File: config.mk
export PLATFORM = sky130hd
export DESIGN_NAME = four_square_cipher_engine_top
export DESIGN_NICKNAME = d
export VERILOG_FILES = /design/src/rtl/fsq_pkg.sv /design/src/rtl/fsq_grid_ram.sv /design/src/rtl/four_square_cipher_engine_top.sv
export SDC_FILE = /design/constraint.sdc
export NUM_CORES = 2
export LEC_CHECK = 0
export BUFFER_PORTS_ARGS = -buffer_cell sky130_fd_sc_hd__buf_4
export CORE_ASPECT_RATIO = 1.2
export CORE_UTILIZATION = 35
export DETAILED_ROUTE_END_ITERATION = 12
export GPL_TIMING_DRIVEN = 1
export HOLD_SLACK_MARGIN = 0.15
export PLACE_DENSITY = 0.47
export SYNTH_ARGS = -nofsm -noshare
export SYNTH_HDL_FRONTEND = slang
export SYNTH_SLANG_ARGS = --single-unit
File: constraint.sdc
create_clock -name clk -period 9.5 [get_ports clk]
set_input_delay 0.475 -clock clk [delete_from_list [all_inputs] [get_ports clk]]
set_output_delay 0.475 -clock clk [all_outputs]
set_load 0.02 [all_outputs]
File: src/rtl/fsq_pkg.sv
// Shared types, constants and letter-code helpers for the four-square cipher engine.
// Used by the grid RAM, the top level and the port checker; depends on nothing.
`default_nettype none

package fsq_pkg;

	localparam int GRID_N        = 25;
	localparam int GRID_W        = 5;
	localparam int CHAR_W        = 8;
	localparam int LETTER_W      = 7;
	localparam int CMD_W         = 2;
	localparam int ROUND_W       = 4;
	localparam int CFG_IDX_W     = 1;
	localparam int CFG_DATA_W    = 4;
	localparam int DEF_MAX_PAIRS = 32;

	// command codes carried in s_tuser
	localparam logic [CMD_W-1:0] CMD_KEY1 = 2'd0;
	localparam logic [CMD_W-1:0] CMD_KEY2 = 2'd1;
	localparam logic [CMD_W-1:0] CMD_ENC  = 2'd2;
	localparam logic [CMD_W-1:0] CMD_DEC  = 2'd3;

	// configuration register indexes
	localparam logic [CFG_IDX_W-1:0] REG_ROUNDS = 1'd0;
	localparam logic [CFG_IDX_W-1:0] REG_ILV    = 1'd1;

	localparam logic [ROUND_W-1:0] ROUNDS_MIN = 4'd1;
	localparam logic [ROUND_W-1:0] ROUNDS_MAX = 4'd10;

	// grid code of the pad letter X, and alphabet index of J (J folds into I)
	localparam logic [GRID_W-1:0] PAD_CODE = 5'd22;
	localparam logic [GRID_W-1:0] J_ALPHA  = 5'd9;
	localparam logic [GRID_W-1:0] LAST_POS = 5'd24;
	localparam logic [GRID_W-1:0] GRID_END = 5'd25;

	// address of one grid entry: which grid and the place in it
	typedef struct packed {
		logic              grid;
		logic [GRID_W-1:0] idx;
	} gaddr_t;

	function automatic logic [CHAR_W-1:0] upcase(input logic [CHAR_W-1:0] c);
		return (c >= 8'h61 && c <= 8'h7a) ? c - 8'd32 : c;
	endfunction

	function automatic logic is_letter(input logic [CHAR_W-1:0] c);
		logic [CHAR_W-1:0] u;
		u = upcase(c);
		return (u >= 8'h41 && u <= 8'h5a);
	endfunction

	function automatic logic [GRID_W-1:0] alpha(input logic [CHAR_W-1:0] c);
		logic [CHAR_W-1:0] t;
		t = upcase(c) - 8'h41;
		return t[GRID_W-1:0];
	endfunction

	function automatic logic [GRID_W-1:0] squeeze(input logic [GRID_W-1:0] a);
		return (a < 5'd9) ? a : a - 5'd1;
	endfunction

	// plain square position, J as I, anything else at the corner
	function automatic logic [GRID_W-1:0] plain_code(input logic [CHAR_W-1:0] c);
		return is_letter(c) ? squeeze(alpha(c)) : '0;
	endfunction

	function automatic logic cipher_ok(input logic [CHAR_W-1:0] c);
		return is_letter(c) && (alpha(c) != J_ALPHA);
	endfunction

	function automatic logic [LETTER_W-1:0] plain_ascii(input logic [GRID_W-1:0] p);
		return (p < 5'd9) ? 7'd65 + {2'b00, p} : 7'd66 + {2'b00, p};
	endfunction

	// row of a position 0..24: multiply by 13 and drop six bits
	function automatic logic [2:0] grid_row(input logic [GRID_W-1:0] p);
		logic [9:0] t;
		t = {5'b00000, p} * 10'd13;
		return t[8:6];
	endfunction

	function automatic logic [2:0] grid_col(input logic [GRID_W-1:0] p);
		logic [2:0]        r;
		logic [GRID_W-1:0] t;
		r = grid_row(p);
		t = p - {r, 2'b00} - {2'b00, r};
		return t[2:0];
	endfunction

	function automatic logic [GRID_W-1:0] grid_at(input logic [2:0] r, input logic [2:0] c);
		return {r, 2'b00} + {2'b00, r} + {2'b00, c};
	endfunction

	function automatic logic [2:0] wrap5(input logic [3:0] v);
		logic [3:0] t;
		t = (v >= 4'd5) ? v - 4'd5 : v;
		return t[2:0];
	endfunction

endpackage

`default_nettype wire

File: src/rtl/fsq_grid_ram.sv
// Two 25-entry grids in one synchronous RAM, one write and one registered read per cycle.
// Entries never written read back as their own place (alphabet order). Uses fsq_pkg.
`default_nettype none

module fsq_grid_ram (
	input  logic                      clk,
	input  logic                      arst_n,
	input  logic                      we,
	input  fsq_pkg::gaddr_t           waddr,
	input  logic [fsq_pkg::GRID_W-1:0] wdata,
	input  logic                      re,
	input  fsq_pkg::gaddr_t           raddr,
	output logic [fsq_pkg::GRID_W-1:0] rdata
);
	import fsq_pkg::*;

	localparam int DEPTH = 2 * GRID_N;
	localparam int AW    = $clog2(DEPTH);

	logic [GRID_W-1:0] mem_q [DEPTH];
	logic [DEPTH-1:0]  valid_q;
	logic [GRID_W-1:0] rd_q;
	logic [GRID_W-1:0] rdef_q;
	logic              rvalid_q;
	logic [AW-1:0]     wa;
	logic [AW-1:0]     ra;

	// flatten grid and place into one address
	assign wa = {1'b0, waddr.idx} + (waddr.grid ? AW'(GRID_N) : '0);
	assign ra = {1'b0, raddr.idx} + (raddr.grid ? AW'(GRID_N) : '0);

	// storage and registered read
	always_ff @(posedge clk) begin
		if (we) begin
			mem_q[wa] <= wdata;
		end
		if (re) begin
			rd_q   <= mem_q[ra];
			rdef_q <= raddr.idx;
		end
	end

	// written marks, cleared at reset
	always_ff @(posedge clk or negedge arst_n) begin
		if (!arst_n) begin
			valid_q  <= '0;
			rvalid_q <= 1'b0;
		end else begin
			if (we) begin
				valid_q[wa] <= 1'b1;
			end
			if (re) begin
				rvalid_q <= valid_q[ra];
			end
		end
	end

	assign rdata = rvalid_q ? rd_q : rdef_q;

endmodule

`default_nettype wire

File: src/rtl/four_square_cipher_engine_top.sv
// Four-square cipher engine: keyword grid build, encrypt and decrypt sequencer.
// Uses fsq_pkg and two fsq_grid_ram instances (key grid and letter lookup).
//
// Usage:
//   Input stream s_*: s_tuser = command, s_tdata = byte, s_tlast ends keyword or message.
//   Output stream m_*: m_tdata = ASCII capital, m_tlast = last letter of the message,
//   m_tuser = letters were dropped because the message buffer was full.
//   Config port: cfg_we, cfg_addr (0 swap rounds, 1 interleave), cfg_wdata.
// Sequence (one request in flight at a time, s_tready high only when idle):
//   a keyword byte is written in ST_KW; a last keyword byte then fills the grid and
//   runs the swap rounds (ST_FILL), then two sweeps through the grid RAMs (ST_LOOK, ST_REB);
//   a message byte that completes no pair passes ST_DISP and ST_END; an encrypt pair reads
//   the key grid RAM twice through its single read port, then emits one letter, or two when
//   interleaved; a decrypt pair reads the lookup RAM twice; a buffered flush reads each
//   encrypt letter or decrypt pair through the message buffer read port before emitting it.
// Reset: grids read as alphabet order through per-entry written marks, no clearing
//   pass; the block takes requests as soon as reset is released.
// Stall: a result waits in the output register; the sequencer holds until it is taken.
`default_nettype none

module four_square_cipher_engine_top #(
	parameter int MAX_PAIRS = fsq_pkg::DEF_MAX_PAIRS
) (
	input  logic                          clk,
	input  logic                          arst_n,
	input  logic                          cfg_we,
	input  logic [fsq_pkg::CFG_IDX_W-1:0]  cfg_addr,
	input  logic [fsq_pkg::CFG_DATA_W-1:0] cfg_wdata,
	input  logic                          s_tvalid,
	output logic                          s_tready,
	input  logic [fsq_pkg::CHAR_W-1:0]     s_tdata,   // [7:0] character
	input  logic [fsq_pkg::CMD_W-1:0]      s_tuser,   // [1:0] command
	input  logic                          s_tlast,
	output logic                          m_tvalid,
	input  logic                          m_tready,
	output logic [7:0]                    m_tdata,   // [6:0] letter, [7] zero
	output logic                          m_tuser,   // [0] overflow
	output logic                          m_tlast
);
	import fsq_pkg::*;

	localparam int BUF_DEPTH = 2 * MAX_PAIRS;
	localparam int AW        = (BUF_DEPTH > 1) ? $clog2(BUF_DEPTH) : 1;
	localparam int CW        = $clog2(BUF_DEPTH + 1);
	localparam logic [CW-1:0] PAIR_CAP = CW'(MAX_PAIRS);
	localparam logic [CW-1:0] BUF_CAP  = CW'(BUF_DEPTH);

	localparam logic [4:0] ST_IDLE  = 5'd0;
	localparam logic [4:0] ST_KW    = 5'd1;
	localparam logic [4:0] ST_FILL  = 5'd2;
	localparam logic [4:0] ST_LOOK  = 5'd3;
	localparam logic [4:0] ST_REB   = 5'd4;
	localparam logic [4:0] ST_DISP  = 5'd5;
	localparam logic [4:0] ST_E_RD1 = 5'd6;
	localparam logic [4:0] ST_E_RD2 = 5'd7;
	localparam logic [4:0] ST_E_EM1 = 5'd8;
	localparam logic [4:0] ST_E_EM2 = 5'd9;
	localparam logic [4:0] ST_F_RD  = 5'd10;
	localparam logic [4:0] ST_F_EM  = 5'd11;
	localparam logic [4:0] ST_B_RD1 = 5'd12;
	localparam logic [4:0] ST_B_RD2 = 5'd13;
	localparam logic [4:0] ST_B_Y   = 5'd14;
	localparam logic [4:0] ST_D_RD1 = 5'd15;
	localparam logic [4:0] ST_D_RD2 = 5'd16;
	localparam logic [4:0] ST_D_EM1 = 5'd17;
	localparam logic [4:0] ST_D_EM2 = 5'd18;
	localparam logic [4:0] ST_END   = 5'd19;

	logic [4:0]           state_q, state_d;
	logic [ROUND_W-1:0]   rounds_q;
	logic                 ilv_q;
	logic [CMD_W-1:0]     cmd_q;
	logic [CHAR_W-1:0]    ch_q;
	logic                 last_q;

	logic [GRID_N-1:0]    used_q [2];
	logic [GRID_W-1:0]    fill_q [2];
	logic [1:0]           open_q;
	logic [GRID_W-1:0]    src_q  [GRID_N];
	logic [GRID_W-1:0]    src_nx [GRID_N];
	logic [ROUND_W-1:0]   rnd_q;
	logic [GRID_W-1:0]    cnt_q;
	logic                 sweep_v_s1;
	logic [GRID_W-1:0]    sweep_idx_s1;

	logic                 held_q;
	logic [CHAR_W-1:0]    held_letter_q;
	logic [CW-1:0]        count_q;
	logic                 ov_q;
	logic [GRID_W-1:0]    pa_q, pb_q, p1_q;
	logic [LETTER_W-1:0]  e1_q;
	logic [CHAR_W-1:0]    px_q, py_q;
	logic [AW-1:0]        idx_q;
	logic                 fl_q;

	logic                 m_valid_q, m_last_q, m_ov_q;
	logic [LETTER_W-1:0]  m_letter_q;

	logic [CHAR_W-1:0]    buf_mem [BUF_DEPTH];
	logic [CHAR_W-1:0]    buf_rd_q;

	// grid RAM ports
	logic                 kg_we, kg_re, lp_we, lp_re;
	gaddr_t               kg_wa, kg_ra, lp_wa, lp_ra;
	logic [GRID_W-1:0]    kg_wd, kg_rdata, lp_wd, lp_rdata;

	// buffer ports
	logic                 buf_we, buf_re;
	logic [AW-1:0]        buf_wa, buf_ra;
	logic [CHAR_W-1:0]    buf_wd;

	// output request
	logic                 emit;
	logic [LETTER_W-1:0]  emit_letter;
	logic                 emit_last;

	// helpers
	logic                 g, accept, out_free;
	logic [GRID_N-1:0]    kw_used;
	logic [GRID_W-1:0]    kw_fill, kw_p, held_code, e_p, p2;
	logic                 kw_wr, fl_wr, e_lt;
	logic [ROUND_W-1:0]   rounds_eff;
	logic                 enc_pair;
	logic [GRID_W-1:0]    enc_pa, enc_pb;
	logic [CHAR_W-1:0]    u;
	logic [CW-1:0]        half, dec_count_nx;
	logic                 dec_store, last_pair, last_flush;

	fsq_grid_ram u_key_grid (
		.clk    (clk),
		.arst_n (arst_n),
		.we     (kg_we),
		.waddr  (kg_wa),
		.wdata  (kg_wd),
		.re     (kg_re),
		.raddr  (kg_ra),
		.rdata  (kg_rdata)
	);

	fsq_grid_ram u_lookup (
		.clk    (clk),
		.arst_n (arst_n),
		.we     (lp_we),
		.waddr  (lp_wa),
		.wdata  (lp_wd),
		.re     (lp_re),
		.raddr  (lp_ra),
		.rdata  (lp_rdata)
	);

	assign s_tready = (state_q == ST_IDLE);
	assign accept   = s_tvalid && s_tready;
	assign out_free = !m_valid_q || m_tready;
	assign m_tvalid = m_valid_q;
	assign m_tdata  = {1'b0, m_letter_q};
	assign m_tlast  = m_last_q;
	assign m_tuser  = m_ov_q;

	assign g       = cmd_q[0];
	assign kw_used = open_q[g] ? used_q[g] : '0;
	assign kw_fill = open_q[g] ? fill_q[g] : '0;
	assign kw_p    = plain_code(ch_q);
	assign kw_wr   = is_letter(ch_q) && !kw_used[kw_p] && (kw_fill < GRID_END);
	assign fl_wr   = !used_q[g][cnt_q] && (fill_q[g] < GRID_END);

	assign rounds_eff = (rounds_q < ROUNDS_MIN) ? ROUNDS_MIN :
	                    (rounds_q > ROUNDS_MAX) ? ROUNDS_MAX : rounds_q;

	assign e_lt      = is_letter(ch_q);
	assign e_p       = plain_code(ch_q);
	assign held_code = plain_code(held_letter_q);
	assign u         = upcase(ch_q);
	assign p2        = cipher_ok(py_q) ? lp_rdata : '0;

	assign half         = count_q >> 1;
	assign dec_store    = (count_q < BUF_CAP);
	assign dec_count_nx = count_q + CW'(dec_store);
	assign last_pair    = (CW'(idx_q) == half - CW'(1));
	assign last_flush   = (CW'(idx_q) == count_q - CW'(1));

	// pair formed by an encrypt byte, with pad on the last item
	always_comb begin
		enc_pair = 1'b0;
		enc_pa   = held_code;
		enc_pb   = e_p;
		if (e_lt && held_q) begin
			enc_pair = 1'b1;
		end else if (e_lt && last_q) begin
			enc_pair = 1'b1;
			enc_pa   = e_p;
			enc_pb   = PAD_CODE;
		end else if (!e_lt && last_q && held_q) begin
			enc_pair = 1'b1;
			enc_pb   = PAD_CODE;
		end
	end

	// one swap round: rows ra/rb, then columns ca/cb
	always_comb begin : mutate
		logic [2:0] rm, ra, rb, ca, cb, sr, sc, rr, cc;
		rm = (rnd_q >= 4'd5) ? wrap5(rnd_q) : rnd_q[2:0];
		ra = rm;
		rb = wrap5({1'b0, rm} + 4'd2);
		ca = wrap5({1'b0, rm} + 4'd1);
		cb = wrap5({1'b0, rm} + 4'd3);
		for (int r = 0; r < 5; r++) begin
			for (int c = 0; c < 5; c++) begin
				rr = 3'(r);
				cc = 3'(c);
				sr = (rr == ra) ? rb : (rr == rb) ? ra : rr;
				sc = (cc == ca) ? cb : (cc == cb) ? ca : cc;
				src_nx[r * 5 + c] = src_q[grid_at(sr, sc)];
			end
		end
	end

	// sequencer: memory ports, results and next state
	always_comb begin
		state_d     = state_q;
		kg_we       = 1'b0;
		kg_wa       = '{grid: g, idx: '0};
		kg_wd       = '0;
		kg_re       = 1'b0;
		kg_ra       = '{grid: g, idx: '0};
		lp_we       = 1'b0;
		lp_wa       = '{grid: g, idx: kg_rdata};
		lp_wd       = sweep_idx_s1;
		lp_re       = 1'b0;
		lp_ra       = '{grid: g, idx: cnt_q};
		buf_we      = 1'b0;
		buf_wa      = count_q[AW-1:0];
		buf_wd      = u;
		buf_re      = 1'b0;
		buf_ra      = idx_q;
		emit        = 1'b0;
		emit_letter = e1_q;
		emit_last   = 1'b0;
		unique case (state_q)
			ST_IDLE: begin
				if (accept) begin
					state_d = (s_tuser == CMD_KEY1 || s_tuser == CMD_KEY2) ? ST_KW : ST_DISP;
				end
			end
			ST_KW: begin
				kg_we   = kw_wr;
				kg_wa   = '{grid: g, idx: kw_fill};
				kg_wd   = kw_p;
				state_d = last_q ? ST_FILL : ST_IDLE;
			end
			ST_FILL: begin
				kg_we   = fl_wr;
				kg_wa   = '{grid: g, idx: fill_q[g]};
				kg_wd   = cnt_q;
				state_d = (cnt_q == LAST_POS) ? ST_LOOK : ST_FILL;
			end
			ST_LOOK: begin
				kg_re   = (cnt_q < GRID_END);
				kg_ra   = '{grid: g, idx: src_q[cnt_q]};
				lp_we   = sweep_v_s1;
				state_d = (cnt_q == GRID_END) ? ST_REB : ST_LOOK;
			end
			ST_REB: begin
				lp_re   = (cnt_q < GRID_END);
				kg_we   = sweep_v_s1;
				kg_wa   = '{grid: g, idx: lp_rdata};
				kg_wd   = sweep_idx_s1;
				state_d = (cnt_q == GRID_END) ? ST_IDLE : ST_REB;
			end
			ST_DISP: begin
				if (cmd_q == CMD_ENC) begin
					if (enc_pair) begin
						state_d = ST_E_RD1;
					end else if (last_q && !ilv_q && count_q != '0) begin
						state_d = ST_F_RD;
					end else begin
						state_d = ST_END;
					end
				end else if (ilv_q) begin
					state_d = held_q ? ST_D_RD1 : ST_END;
				end else begin
					buf_we  = dec_store;
					state_d = (last_q && (dec_count_nx >> 1) != '0) ? ST_B_RD1 : ST_END;
				end
			end
			ST_E_RD1: begin
				kg_re   = 1'b1;
				kg_ra   = '{grid: 1'b0, idx: grid_at(grid_row(pa_q), grid_col(pb_q))};
				state_d = ST_E_RD2;
			end
			ST_E_RD2: begin
				kg_re   = 1'b1;
				kg_ra   = '{grid: 1'b1, idx: grid_at(grid_row(pb_q), grid_col(pa_q))};
				state_d = ST_E_EM1;
			end
			ST_E_EM1: begin
				if (out_free) begin
					emit   = 1'b1;
					buf_we = !ilv_q && (count_q < PAIR_CAP);
					buf_wd = {1'b0, plain_ascii(kg_rdata)};
					if (ilv_q) begin
						state_d = ST_E_EM2;
					end else begin
						state_d = last_q ? ST_F_RD : ST_END;
					end
				end
			end
			ST_E_EM2: begin
				emit_letter = plain_ascii(kg_rdata);
				emit_last   = last_q;
				if (out_free) begin
					emit    = 1'b1;
					state_d = ST_END;
				end
			end
			ST_F_RD: begin
				buf_re  = 1'b1;
				state_d = ST_F_EM;
			end
			ST_F_EM: begin
				emit_letter = buf_rd_q[LETTER_W-1:0];
				emit_last   = last_q && last_flush;
				if (out_free) begin
					emit    = 1'b1;
					state_d = last_flush ? ST_END : ST_F_RD;
				end
			end
			ST_B_RD1: begin
				buf_re  = 1'b1;
				state_d = ST_B_RD2;
			end
			ST_B_RD2: begin
				buf_re  = 1'b1;
				buf_ra  = half[AW-1:0] + idx_q;
				state_d = ST_B_Y;
			end
			ST_B_Y: begin
				state_d = ST_D_RD1;
			end
			ST_D_RD1: begin
				lp_re   = 1'b1;
				lp_ra   = '{grid: 1'b0, idx: squeeze(alpha(px_q))};
				state_d = ST_D_RD2;
			end
			ST_D_RD2: begin
				lp_re   = 1'b1;
				lp_ra   = '{grid: 1'b1, idx: squeeze(alpha(py_q))};
				state_d = ST_D_EM1;
			end
			ST_D_EM1: begin
				emit_letter = plain_ascii(grid_at(grid_row(p1_q), grid_col(p2)));
				if (out_free) begin
					emit    = 1'b1;
					state_d = ST_D_EM2;
				end
			end
			ST_D_EM2: begin
				emit_letter = plain_ascii(grid_at(grid_row(p2), grid_col(p1_q)));
				emit_last   = last_q && (!fl_q || last_pair);
				if (out_free) begin
					emit    = 1'b1;
					state_d = (fl_q && !last_pair) ? ST_B_RD1 : ST_END;
				end
			end
			ST_END: begin
				state_d = ST_IDLE;
			end
			default: begin
				state_d = ST_IDLE;
			end
		endcase
	end

	// message buffer: one write, one registered read
	always_ff @(posedge clk) begin
		if (buf_we) begin
			buf_mem[buf_wa] <= buf_wd;
		end
		if (buf_re) begin
			buf_rd_q <= buf_mem[buf_ra];
		end
	end

	// payload registers of the item in work
	always_ff @(posedge clk) begin
		if (accept) begin
			cmd_q  <= s_tuser;
			ch_q   <= s_tdata;
		end
		if (state_q == ST_KW) begin
			for (int i = 0; i < GRID_N; i++) begin
				src_q[i] <= GRID_W'(i);
			end
		end else if (state_q == ST_FILL && rnd_q < rounds_eff) begin
			src_q <= src_nx;
		end
		sweep_idx_s1 <= cnt_q;
		if (state_q == ST_DISP) begin
			pa_q <= enc_pa;
			pb_q <= enc_pb;
			px_q <= held_letter_q;
			py_q <= u;
		end
		if (state_q == ST_E_RD2) begin
			e1_q <= plain_ascii(kg_rdata);
		end
		if (state_q == ST_B_RD2) begin
			px_q <= buf_rd_q;
		end
		if (state_q == ST_B_Y) begin
			py_q <= buf_rd_q;
		end
		if (state_q == ST_D_RD2) begin
			p1_q <= cipher_ok(px_q) ? lp_rdata : '0;
		end
		if (state_q == ST_DISP && ((cmd_q == CMD_ENC && e_lt && !held_q) ||
		                           (cmd_q == CMD_DEC && ilv_q && !held_q))) begin
			held_letter_q <= (cmd_q == CMD_ENC) ? {1'b0, plain_ascii(e_p)} : u;
		end
		if (emit) begin
			m_letter_q <= emit_letter;
			m_last_q   <= emit_last;
			m_ov_q     <= ov_q;
		end
	end

	// control state
	always_ff @(posedge clk or negedge arst_n) begin
		if (!arst_n) begin
			state_q    <= ST_IDLE;
			rounds_q   <= ROUNDS_MIN;
			ilv_q      <= 1'b1;
			last_q     <= 1'b0;
			used_q     <= '{default: '0};
			fill_q     <= '{default: '0};
			open_q     <= '0;
			rnd_q      <= '0;
			cnt_q      <= '0;
			sweep_v_s1 <= 1'b0;
			held_q     <= 1'b0;
			count_q    <= '0;
			ov_q       <= 1'b0;
			idx_q      <= '0;
			fl_q       <= 1'b0;
			m_valid_q  <= 1'b0;
		end else begin
			state_q <= state_d;

			// configuration writes
			if (cfg_we) begin
				unique case (cfg_addr)
					REG_ROUNDS: rounds_q <= cfg_wdata[ROUND_W-1:0];
					REG_ILV:    ilv_q    <= cfg_wdata[0];
					default:    ;
				endcase
			end

			if (accept) begin
				last_q <= s_tlast;
			end

			sweep_v_s1 <= (state_q == ST_LOOK || state_q == ST_REB) && (cnt_q < GRID_END);

			// output register
			if (emit) begin
				m_valid_q <= 1'b1;
			end else if (m_tready) begin
				m_valid_q <= 1'b0;
			end

			case (state_q)
				ST_KW: begin
					used_q[g] <= kw_used | (kw_wr ? (GRID_N'(1) << kw_p) : '0);
					fill_q[g] <= kw_fill + GRID_W'(kw_wr);
					open_q[g] <= 1'b1;
					cnt_q     <= '0;
					rnd_q     <= '0;
				end
				ST_FILL: begin
					if (fl_wr) begin
						used_q[g][cnt_q] <= 1'b1;
						fill_q[g]        <= fill_q[g] + GRID_W'(1);
					end
					if (rnd_q < rounds_eff) begin
						rnd_q <= rnd_q + ROUND_W'(1);
					end
					cnt_q <= (cnt_q == LAST_POS) ? '0 : cnt_q + GRID_W'(1);
				end
				ST_LOOK: begin
					cnt_q <= (cnt_q == GRID_END) ? '0 : cnt_q + GRID_W'(1);
				end
				ST_REB: begin
					cnt_q <= cnt_q + GRID_W'(1);
					if (cnt_q == GRID_END) begin
						open_q[g] <= 1'b0;
					end
				end
				ST_DISP: begin
					idx_q <= '0;
					fl_q  <= 1'b0;
					if (cmd_q == CMD_ENC) begin
						if (e_lt) begin
							held_q <= !held_q;
						end
						if (enc_pair && !ilv_q && count_q >= PAIR_CAP) begin
							ov_q <= 1'b1;
						end
					end else if (ilv_q) begin
						held_q <= !held_q;
					end else begin
						count_q <= dec_count_nx;
						if (!dec_store) begin
							ov_q <= 1'b1;
						end
						fl_q <= 1'b1;
					end
				end
				ST_E_EM1: begin
					if (out_free && !ilv_q && count_q < PAIR_CAP) begin
						count_q <= count_q + CW'(1);
					end
				end
				ST_F_EM: begin
					if (out_free) begin
						idx_q <= idx_q + AW'(1);
					end
				end
				ST_D_EM2: begin
					if (out_free) begin
						idx_q <= idx_q + AW'(1);
					end
				end
				ST_END: begin
					if (last_q) begin
						held_q  <= 1'b0;
						count_q <= '0;
						ov_q    <= 1'b0;
					end
				end
				default: ;
			endcase
		end
	end

endmodule

`default_nettype wire

==> Flow_metrics.wiki <==
{| class="wikitable"
! Metric !! Value
|-
| Die X || 477 um
|-
| Cell with the most instances after synthesis || sky130_fd_sc_hd__edfxtp_1
|-
| Sequential area share after synthesis || 0.431
|-
| Detailed-route via count || 72,200
|-
| Period utilisation layout || 0.866
|-
| All-layer global routing usage || 0.279
|-
| Synth Cell Area || 0.0947 mm^2
|-
| Worst flop-to-flop path startpoint || rnd_q[0]
|-
| Category of cells accounting for the largest share of critical-path delay || simple AND/OR/NAND/NOR gates
|-
| Synthesized instance count || 7,470
|-
| Mean instance size in the synthesized netlist || 12.7 um^2
|-
| RSZ-0062 raised after global routing || no
|-
| Yosys synthesis warning count || 0
|-
| Cell types occupying the most area after synthesis || sky130_fd_sc_hd__edfxtp_1, sky130_fd_sc_hd__mux4_2, sky130_fd_sc_hd__dfrtp_1
|-
| Detailed-route wire length || 387,000 um
|-
| Layout fillers || 25,100
|-
| TritonRoute pass-1 iters || 6
|-
| Most used standard cells in the synthesized netlist || sky130_fd_sc_hd__edfxtp_1, sky130_fd_sc_hd__mux4_2, sky130_fd_sc_hd__nand2_1
|-
| Floorplan row count || 208
|-
| M3 GR Usage || 0.0884
|-
| Clk Tree Root Cell || sky130_fd_sc_hd__clkbuf_16
|-
| Height of the chip || 572 um
|-
| I/O pin count || 33
|-
| Post-synthesis async set-or-reset flop share || 0.141
|-
| H-tree levels || 4
|-
| Largest buffer count on any clock path || 4
|-
| Core outline area || 0.268 mm^2
|-
| Clock transition time at the flip-flop clock pins of the worst setup and hold paths || 0.06 ns
|-
| Post-Route Skew || 0.0925 ns
|-
| Post-synthesis net count || 7,781
|-
| Placement Cell Area || 0.0995 mm^2
|-
| Pins Over Slew Limit || 0
|-
| First-pass GRT wire length || 546,000 um
|-
| Post-synthesis register bit count || 1,436
|-
| Number of buffers inserted during clock tree synthesis || 167
|-
| Synth Flop Type || sky130_fd_sc_hd__edfxtp_1
|-
| GP Congestion || 0.989
|-
| Count of nets left with antenna violations after detail routing || 0
|-
| Clock latency reported for the late side of the worst-skew pair || 0.86 ns
|-
| Worst-Margin Slew || 1.25 ns
|-
| Post-detailed-route DRC marker count || 0
|-
| Category of the worst setup path capture point || flip-flop
|-
| Non-Filler Cell Area, Final || 0.105 mm^2
|-
| Data required time at the worst endpoint || 10.23 ns
|-
| Final Critical Period || 8.22 ns
|-
| Final sum of negative setup slack || 0 ns
|-
| Layout-stage area growth over the synthesis result || 11.1%
|-
| Number of antenna violations at the first check in global routing || 45
|-
| Startpoint of the worst setup timing path || rnd_q[0]
|-
| CP Class || flip-flop to flip-flop
|-
| TritonCTS Sinks || 1,436
|-
| Number of distinct library cells after synthesis || 128
|-
| Port buffer count || 31
|-
| Min-delay src || cfg_we
|-
| Pin count of the biggest net entering global routing || 138
|-
| Worst hold path class || primary input to flip-flop
|-
| Drt first-iter violations || 10,800
|-
| Global-route congestion overflow total || 0
|-
| Global-route met1 utilization || 0.346
|-
| Final Hold Violating Endpoints || 0
|-
| Starting utilization of the core area || 0.353
|-
| DR vias/cell || 6.55
|-
| Number of setup violations in the final report || 0
|-
| Placed wire-length estimate after detailed placement || 236,000 um
|-
| Crit path launch type || flip-flop
|-
| DR WL/cell || 35.1 um
|-
| Achievable Freq || 122 MHz
|-
| Number of buffer and inverter instances along the worst setup path || 5
|-
| Busiest grt layer || met2
|-
| Vias in the first global route || 70,200
|-
| Post-layout nets || 7,593
|-
| Post-CTS setup repair buffer count || 0
|-
| Share of the synthesized area in the top cell type || 0.350
|-
| Max-cap violation count || 0
|-
| Worst Path Max Fanout || 20
|-
| Fraction of final layout cells sized beyond drive strength 1 || 0.266
|-
| Max stage delay on crit path || 0.69 ns
|-
| Data arrival at the endpoint of the critical path || 8.95 ns
|-
| Critical Path, Cell by Cell || buf_4, inv_1, ha_1, nor3b_2, or2_1, nand2_4, inv_2, ha_1, ha_1, o21a_1, or4_1, a21oi_1, a21oi_1, a21oi_1, inv_1, ha_1, xor2_4, buf_4, nor2b_1, nor3b_1, a22oi_1, a211o_1, a21oi_1
|-
| Worst slew margin relative to its limit || 0.156
|-
| Post-synth EDFFs || 1,104
|-
| Master of the slowest instance on the critical path || sky130_fd_sc_hd__xor2_4
|-
| TritonCTS clock tree || built
|-
| Global-route met2 utilization || 0.429
|-
| Die area || 0.273 mm^2
|-
| Cell taking the most area after synthesis || sky130_fd_sc_hd__edfxtp_1
|-
| Outcome || finished clean
|}
==> routing by layer <==
metal	part of all wire	up-vias
met5	0.00052	-
met4	0.069	12
met2	0.45	5106
li1	-	28900
met1	0.37	36800
met3	0.11	1405
==> flip-flops by register name (all words and copies together) (netlist names), 6 cells and up, named ones only <==
| signal | flops |
|---|---|
| buf_mem | 512 |
| buf_rd_q | 8 |
| ch_q | 8 |
| count_q | 7 |
| e1_q | 6 |
| fill_q | 10 |
| held_letter_q | 8 |
| idx_q | 6 |
| m_letter_q | 7 |
| px_q | 8 |
| py_q | 8 |
| src_q | 125 |
| u_key_grid.mem_q | 250 |
| u_key_grid.valid_q | 50 |
| u_lookup.mem_q | 250 |
| u_lookup.valid_q | 50 |
| used_q | 50 |
==> worst paths after layout <==
kind	end	slack [ns]	depth (start not counted)
hold reg to reg	u_lookup.valid_q[29]	0.46	1
setup / recovery	src_q[33]	1.28	23
max in group asynchronous	cnt_q[0]	7.34	4
min in group asynchronous	u_lookup.valid_q[25]	0.69	3
hold / removal	rounds_q[0]	0.23	3
setup reg to reg	src_q[33]	1.28	23
==> cells by family (layout without fill, tap and decap cells) <==
| kind of cell | count (synthesis) | after routing | share of synthesized area |
|---|---|---|---|
| AND/OR/NAND/NOR | 1807 | 1807 | 0.0883 |
| AO/OA/AOI/OAI | 1401 | 1401 | 0.0986 |
| XOR/XNOR | 189 | 189 | 0.0185 |
| adder cells (fa/ha/maj) | 291 | 291 | 0.0412 |
| buffers and inverters | 919 | 860 | 0.0386 |
| other | 1 | 48 | 0.0000396 |
| multiplexers | 1426 | 1426 | 0.284 |
| flip-flops | 1436 | 1436 | 0.431 |
==> layout make-up <==
type	count	area, um^2	share of cell area
clock buffers	227	4660	0.0443
well taps	3570	4470	0.0424
inverters	160	606	0.00575
clock inverters	71	742	0.00705
multi-input cells	5115	50700	0.482
flip-flops and latches	1436	40800	0.388
diodes	47	118	0.00112
repair buffers	402	3120	0.0296
==> metrics by stage <==
stage	util	instances	setup slack [ns]	hold slack, ns
3_5_place_dp	0.371	10700	1.38	0.448
4_1_cts	0.392	11000	1.35	0.203
5_1_grt	0.392	11000	0.749	0.244
2_1_floorplan	-	7470	2.35	0.179
6_report	0.392	11000	1.28	0.229
3_3_place_gp	0.371	10700	1.46	0.445
==> placed cells by master, fill, tap and decap left out, drive strengths merged, types with 182 or more instances in the layout <==
cell | Yosys | layout
dfrtp | 200 | 200
nand3 | 182 | 182
ha | 255 | 255
o21ai | 315 | 315
mux4 | 995 | 995
nor2 | 543 | 543
buf | 165 | 376
clkbuf | 594 | 227
nand2 | 606 | 606
edfxtp | 1104 | 1104
a21oi | 357 | 357
mux2i | 309 | 309
==> worst min-delay path: cells and delay by family <==
family / cells / cell delay (ns)
buf+inv: 1 / 0.11
mux: 1 / 0.24
simple gates: 1 / 0.19
==> what timing repair did <==
item / 4_1_cts / 5_1_grt
hold buffers: 26 / 0
gates resized for setup: 0 / 0
hold endpoints to repair: 85 / 0
Power is not shown: default switching activity piles up to over one toggle a cycle in this logic, so the estimate is an artifact.
